`config.mk`:
```
export PLATFORM = sky130hd
export DESIGN_NAME = tsrb_cell
export DESIGN_NICKNAME = d
export VERILOG_FILES = /design/src/sv/tsrb_pkg.sv /design/src/sv/tsrb_cell.sv
export SDC_FILE = /design/constraint.sdc
export NUM_CORES = 2
export LEC_CHECK = 0
export BUFFER_PORTS_ARGS = -buffer_cell sky130_fd_sc_hd__buf_2
export CAP_MARGIN = 5
export CORE_AREA = 10 10 747 749
export DETAILED_ROUTE_END_ITERATION = 10
export DIE_AREA = 0 0 757 759
export PLACE_DENSITY = 0.3
export SLEW_MARGIN = 30
export SYNTH_ARGS = -nofsm -noshare
export SYNTH_HDL_FRONTEND = slang
export SYNTH_SLANG_ARGS = --single-unit
```
`constraint.sdc`:
```
create_clock -name i_clk -period 4.7 [get_ports i_clk]
set_clock_uncertainty 0.05 [all_clocks]
set_input_delay 0.235 -clock i_clk [delete_from_list [all_inputs] [get_ports i_clk]]
set_output_delay 0.235 -clock i_clk [all_outputs]
set_load 0.05 [all_outputs]
```
`src/sv/tsrb_pkg.sv`:
```
// Package: shared types and codes for the timestamp sorted record buffer
package tsrb_pkg;

    typedef enum logic [2:0] {
        OP_WRITE  = 3'd0,
        OP_DELETE = 3'd1,
        OP_READ   = 3'd2,
        OP_DEC    = 3'd3,
        OP_QUERY  = 3'd4
    } t_op;

    typedef enum logic [1:0] {
        ST_OK      = 2'd0,
        ST_NOKEY   = 2'd1,
        ST_BADCOL  = 2'd2,
        ST_FULL    = 2'd3
    } t_status;

    typedef enum logic [2:0] {
        S_IDLE,
        S_EVICT,
        S_APPLY,
        S_EMIT,
        S_READ
    } t_state;

    // Per-cycle command driven into every cell of the row chain
    typedef enum logic [2:0] {
        C_NONE,
        C_INSERT,
        C_UPDATE,
        C_REMOVE,
        C_DEC
    } t_cmd;

    localparam int unsigned REG_NUM_COLUMNS = 0;
    localparam int unsigned REG_WINDOW_SIZE = 1;

endpackage

```
`src/sv/tsrb_cell.sv`:
```
// One row cell: key, column values, valid bits, counter and update count
module tsrb_cell
    import tsrb_pkg::*;
#(
    parameter int unsigned COLS = 8,
    parameter int unsigned CW   = 3
) (
    input  logic                   i_clk,
    input  logic                   i_rst_n,
    input  t_cmd                   i_cmd,
    input  logic                   i_sel,        // this row is the target
    input  logic                   i_ins_here,   // insert target
    input  logic                   i_ins_shift,  // take row from lower neighbour
    input  logic                   i_rm_shift,   // take row from upper neighbour
    input  logic                   i_in_window,
    input  logic [63:0]            i_key,
    input  logic [CW-1:0]          i_col,
    input  logic [63:0]            i_val,
    // neighbours
    input  logic [63:0]            i_lo_key,
    input  logic [COLS-1:0][63:0]  i_lo_vals,
    input  logic [COLS-1:0]        i_lo_vld,
    input  logic [3:0]             i_lo_cnt,
    input  logic [15:0]            i_lo_upd,
    input  logic [63:0]            i_hi_key,
    input  logic [COLS-1:0][63:0]  i_hi_vals,
    input  logic [COLS-1:0]        i_hi_vld,
    input  logic [3:0]             i_hi_cnt,
    input  logic [15:0]            i_hi_upd,
    output logic [63:0]            o_key,
    output logic [COLS-1:0][63:0]  o_vals,
    output logic [COLS-1:0]        o_vld,
    output logic [3:0]             o_cnt,
    output logic [15:0]            o_upd,
    output logic                   o_match
);
    logic [63:0]           r_key, n_key;
    logic [COLS-1:0][63:0] r_vals, n_vals;
    logic [COLS-1:0]       r_vld, n_vld;
    logic [3:0]            r_cnt, n_cnt;
    logic [15:0]           r_upd, n_upd;

    assign o_key   = r_key;
    assign o_vals  = r_vals;
    assign o_vld   = r_vld;
    assign o_cnt   = r_cnt;
    assign o_upd   = r_upd;
    assign o_match = (r_key == i_key);

    // next row contents
    always_comb begin
        n_key  = r_key;
        n_vals = r_vals;
        n_vld  = r_vld;
        n_cnt  = r_cnt;
        n_upd  = r_upd;
        case (i_cmd)
            C_INSERT: begin
                if (i_ins_here) begin
                    n_key  = i_key;
                    n_vld  = '0;
                    n_vld[i_col]  = 1'b1;
                    n_vals[i_col] = i_val;
                    n_cnt  = {3'd0, i_in_window};
                    n_upd  = 16'd1;
                end else if (i_ins_shift) begin
                    n_key  = i_lo_key;
                    n_vals = i_lo_vals;
                    n_vld  = i_lo_vld;
                    n_cnt  = i_lo_cnt;
                    n_upd  = i_lo_upd;
                end
            end
            C_UPDATE: begin
                if (i_sel) begin
                    if (!r_vld[i_col] && i_in_window && r_cnt != 4'd15)
                        n_cnt = r_cnt + 4'd1;
                    n_vals[i_col] = i_val;
                    n_vld[i_col]  = 1'b1;
                    if (r_upd != 16'hFFFF)
                        n_upd = r_upd + 16'd1;
                end
            end
            C_REMOVE: begin
                if (i_rm_shift) begin
                    n_key  = i_hi_key;
                    n_vals = i_hi_vals;
                    n_vld  = i_hi_vld;
                    n_cnt  = i_hi_cnt;
                    n_upd  = i_hi_upd;
                end
            end
            C_DEC: begin
                if (i_sel && r_cnt != 4'd0)
                    n_cnt = r_cnt - 4'd1;
            end
            default: ;
        endcase
    end

    always_ff @(posedge i_clk) begin
        if (!i_rst_n) begin
            r_vld <= '0;
            r_cnt <= '0;
            r_upd <= '0;
        end else begin
            r_vld <= n_vld;
            r_cnt <= n_cnt;
            r_upd <= n_upd;
        end
        r_key  <= n_key;
        r_vals <= n_vals;
    end
endmodule

```
==> flow_metrics.tcl <==
set metrics [dict create \
    run_status "finished, final reports clean" \
    first_pass_iters 5 \
    ctsHtreeMaxLevel 3 \
    setup_crit_start "o_key[6]" \
    vias 44640 \
    gpl.final_weighted_congestion 0.9655 \
    hold_violations 0 \
    synth-async-reset-ratio 0 \
    fp.coreArea_um2 542900 \
    ant_nets 0 \
    worstHoldEndpoint "o_vals[315]" \
    design.die.area_um2 574600 \
    finalMaxSlewViolations 0 \
    r2r-start "o_cnt[0]" \
    period_needed_ps 3669 \
    core.rowCount 271 \
    layout_cells_excl_fill 13810 \
    remaining_drc_errors 0 \
    wire_length_of_the_first_global_routing_pass_mm 590.3 \
    final_cycle_utilization_of_the_critical_path 0.7806 \
    timing.setup.critical_path_class "flop to output pin" \
    critical_path.startpoint_type "flop" \
    synthToLayoutAreaGrowth_pct 107.4 \
    setup.reg_to_reg.worst_slack_ps 1730 \
    detailedRoute.firstIterationViolations 3413 \
    tritoncts_clock_tree "done" \
    reg2reg_to "o_cnt[2]" \
    number_of_global_route_vias_before_repair 45930 \
    multi_input_comb_area_um2 15250 \
    holdWs_ps 46.63 \
    avgRoutedWirePerCell_um 35.36 \
    clkLatencyLatePin_ps 790 \
    drt-total-wl_mm 488.3 \
    critical_path.max_fanout 2 \
    normalized_max_slew_margin 0.2823 \
    synth_top_area_share 0.5001 \
    instance_count_along_the_most_critical_hold_path 3 \
    clk_pin_slew_ps 70 \
    setup.worst_path.end_class "output pin" \
    pin_count 1954 \
    total_power_mw 20.89 \
    setup_tns_ps 0 \
    report.final.setup_viol 0 \
    nets 7702 \
    tightest_slew_ps 1077 \
    postSynth.topFlopCell "sky130_fd_sc_hd__edfxtp_1" \
    detail_route.vias_per_cell 3.232 \
    tritoncts_num_sinks 604 \
    number_of_antenna_violations_at_the_first_check_in_global_routing 332 \
    global_route.usage.total 0.1611 \
    die_height_um 759 \
    port_buffers 1953 \
    synth_most_common_cell "sky130_fd_sc_hd__o21ai_0" \
    post_synth_instance_area_um2 34580 \
    cellLeakagePower_nw 27.07 \
    hold_start "i_val[59]" \
    syn_inst 3016 \
    syn-mean-instance-area_um2 11.47 \
    vdd.ir_drop.worst_mv 0.2617 \
    gr-total-overflow 0 \
    post_synth_num_cell_types 79 \
    post-place-cells 11990 \
    synth_seq_cells 604 \
    reg2reg_depth 8 \
    yosys_warnings 0 \
    total_of_cells_resized_after_clock_tree_synthesis 0 \
    max_clock_freq_ghz 0.2726 \
    dpl.hpwl_mm 419.0 \
    cts_buffers 98 \
    dieWidth_um 757 \
    power_per_cell_area_nw_per_um2 291.2 \
    grt_start_max_net_pins 108 \
    mappedNetlistNets 4369 \
    synth_sequential_area_ratio 0.5163 \
    critical_path_arrival_ps 3380 \
    synth_top_cells_by_count "sky130_fd_sc_hd__o21ai_0 (591), sky130_fd_sc_hd__mux2i_1 (590), sky130_fd_sc_hd__edfxtp_1 (576)" \
    area.sequential_um2 17860 \
    grt_setup_unrepaired "false" \
    cts-root-to-sink-buffers 4 \
    synthTopCellsByArea "sky130_fd_sc_hd__edfxtp_1 (50%), sky130_fd_sc_hd__mux2i_1 (17%), sky130_fd_sc_hd__a22oi_1 (11%), sky130_fd_sc_hd__o21ai_0 (8.6%), sky130_fd_sc_hd__buf_2 (2.1%)" \
    root_buffer "sky130_fd_sc_hd__clkbuf_16" \
    number_of_synthesized_flops_with_an_enable_pin 576 \
    synth_largest_area_cell "sky130_fd_sc_hd__edfxtp_1" \
    drive_above_1_share 0.3496 \
    worst_hold_path_type "primary input to flop" \
    timing.max_cap.violations 0 \
    critical_path_required_ps 4410 \
    initial_utilization 0.06371 \
    final.fill_count 62340 \
]
[power breakdown]
part	switching [mW]	total, mW	internal, mW	leakage [nW]
registers	0.252	6.67	6.42	5.62
logic	4.31	6.71	2.41	20.0
clock network	3.28	7.51	4.22	1.48
total	7.84	20.9	13.0	27.1
[repair_timing]
| item | CTS | global route |
|---|---|---|
| setup endpoints to repair | 0 | 0 |
| hold buffers | 1497 | 0 |
| endpoints found under the hold margin | 604 | 0 |
| setup buffers | 0 | 0 |
[placed cells by master, fill, tap and decap left out, types with 4 or more instances in the layout]
master	Yosys	routed
sky130_fd_sc_hd__nor3b_4	1	4
sky130_fd_sc_hd__a31oi_1	5	5
sky130_fd_sc_hd__nand2_1	103	101
sky130_fd_sc_hd__buf_2	146	1950
sky130_fd_sc_hd__nand4_1	11	11
sky130_fd_sc_hd__dlygate4sd3_1	0	1497
sky130_fd_sc_hd__bufinv_16	0	7
sky130_fd_sc_hd__nor3_1	4	4
sky130_fd_sc_hd__inv_1	6	5
sky130_fd_sc_hd__edfxtp_1	576	576
sky130_fd_sc_hd__o21ai_0	591	591
sky130_fd_sc_hd__nand3_1	12	11
sky130_fd_sc_hd__o211ai_1	13	13
sky130_fd_sc_hd__o221a_2	4	4
sky130_fd_sc_hd__mux2i_1	590	590
sky130_fd_sc_hd__buf_4	16	92
sky130_fd_sc_hd__a21oi_1	23	23
sky130_fd_sc_hd__nor4_1	17	16
sky130_fd_sc_hd__a32oi_1	8	8
sky130_fd_sc_hd__clkbuf_1	149	19
sky130_fd_sc_hd__xor2_1	66	65
sky130_fd_sc_hd__nand2b_1	5	5
sky130_fd_sc_hd__clkbuf_16	0	98
sky130_fd_sc_hd__dfxtp_1	28	28
sky130_fd_sc_hd__clkinv_2	0	12
sky130_fd_sc_hd__inv_6	0	4
sky130_fd_sc_hd__buf_12	0	34
sky130_fd_sc_hd__nor2_1	25	24
sky130_fd_sc_hd__diode_2	0	155
sky130_fd_sc_hd__clkinv_1	0	21
sky130_fd_sc_hd__a22oi_1	513	513
[how the worst max path moves through the flow]
stage,end,cells after the start
global placement,o_vals[355],9
floorplan,o_cnt[2],7
detailed placement,o_vals[355],9
finish,o_match,5
global route,o_match,5
CTS,o_match,5
[registers in the layout, indices dropped and copies added, names as in the netlist]
name / count
o_cnt: 4
o_key: 64
o_upd: 16
o_vals: 512
o_vld: 8
[routing by layer]
layer	share of wire	global-route usage	vias up
met1	0.35	0.1663	22300
met5	0.0017	0	-
met2	0.44	0.2568	2592
met4	0.056	0.07202	128
li1	-	-	18780
met3	0.15	0.1029	847
[kinds of logic (layout without fill, tap and decap cells)]
family	after synthesis	after routing	share of synthesized area
muxes	591	591	0.1711
and+or+nand+nor	207	207	0.02996
AOI/OAI and AO/OA	1196	1196	0.2182
buffers and inverters	347	3752	0.04584
adders and majority gates	4	4	0.001664
xor gates and xnor gates	67	67	0.01697
other	0	155	0
DFF	604	604	0.5163
[final cells by class]
type | count | area share
diodes | 155 | 0.005406
multi-input cells | 2065 | 0.2126
repair buffers | 3573 | 0.3640
clock buffers | 118 | 0.03537
flip-flops and latches | 604 | 0.2489
inverters | 7 | 0.0003662
clock inverters | 54 | 0.007185
well taps | 7234 | 0.1262
[metrics by stage]
step	utilization	cell area, um^2	setup WS, ps
4_1_cts	0.1314	71350	802.1
3_3_place_gp	0.09814	53280	1417
6_report	0.1322	71740	1031
3_5_place_dp	0.09822	53320	1364
5_1_grt	0.1317	71520	896.5
2_1_floorplan	-	34580	791.8
[worst max-delay path: stages, from the launching register on]
cell                       delay [ps]
sky130_fd_sc_hd__edfxtp_1         420
sky130_fd_sc_hd__xor2_1           170
sky130_fd_sc_hd__nor4_2           830
sky130_fd_sc_hd__nand4_1          330
sky130_fd_sc_hd__nor4_1           430
sky130_fd_sc_hd__buf_2            360
Note: power is estimated with default switching activity, not from simulation.
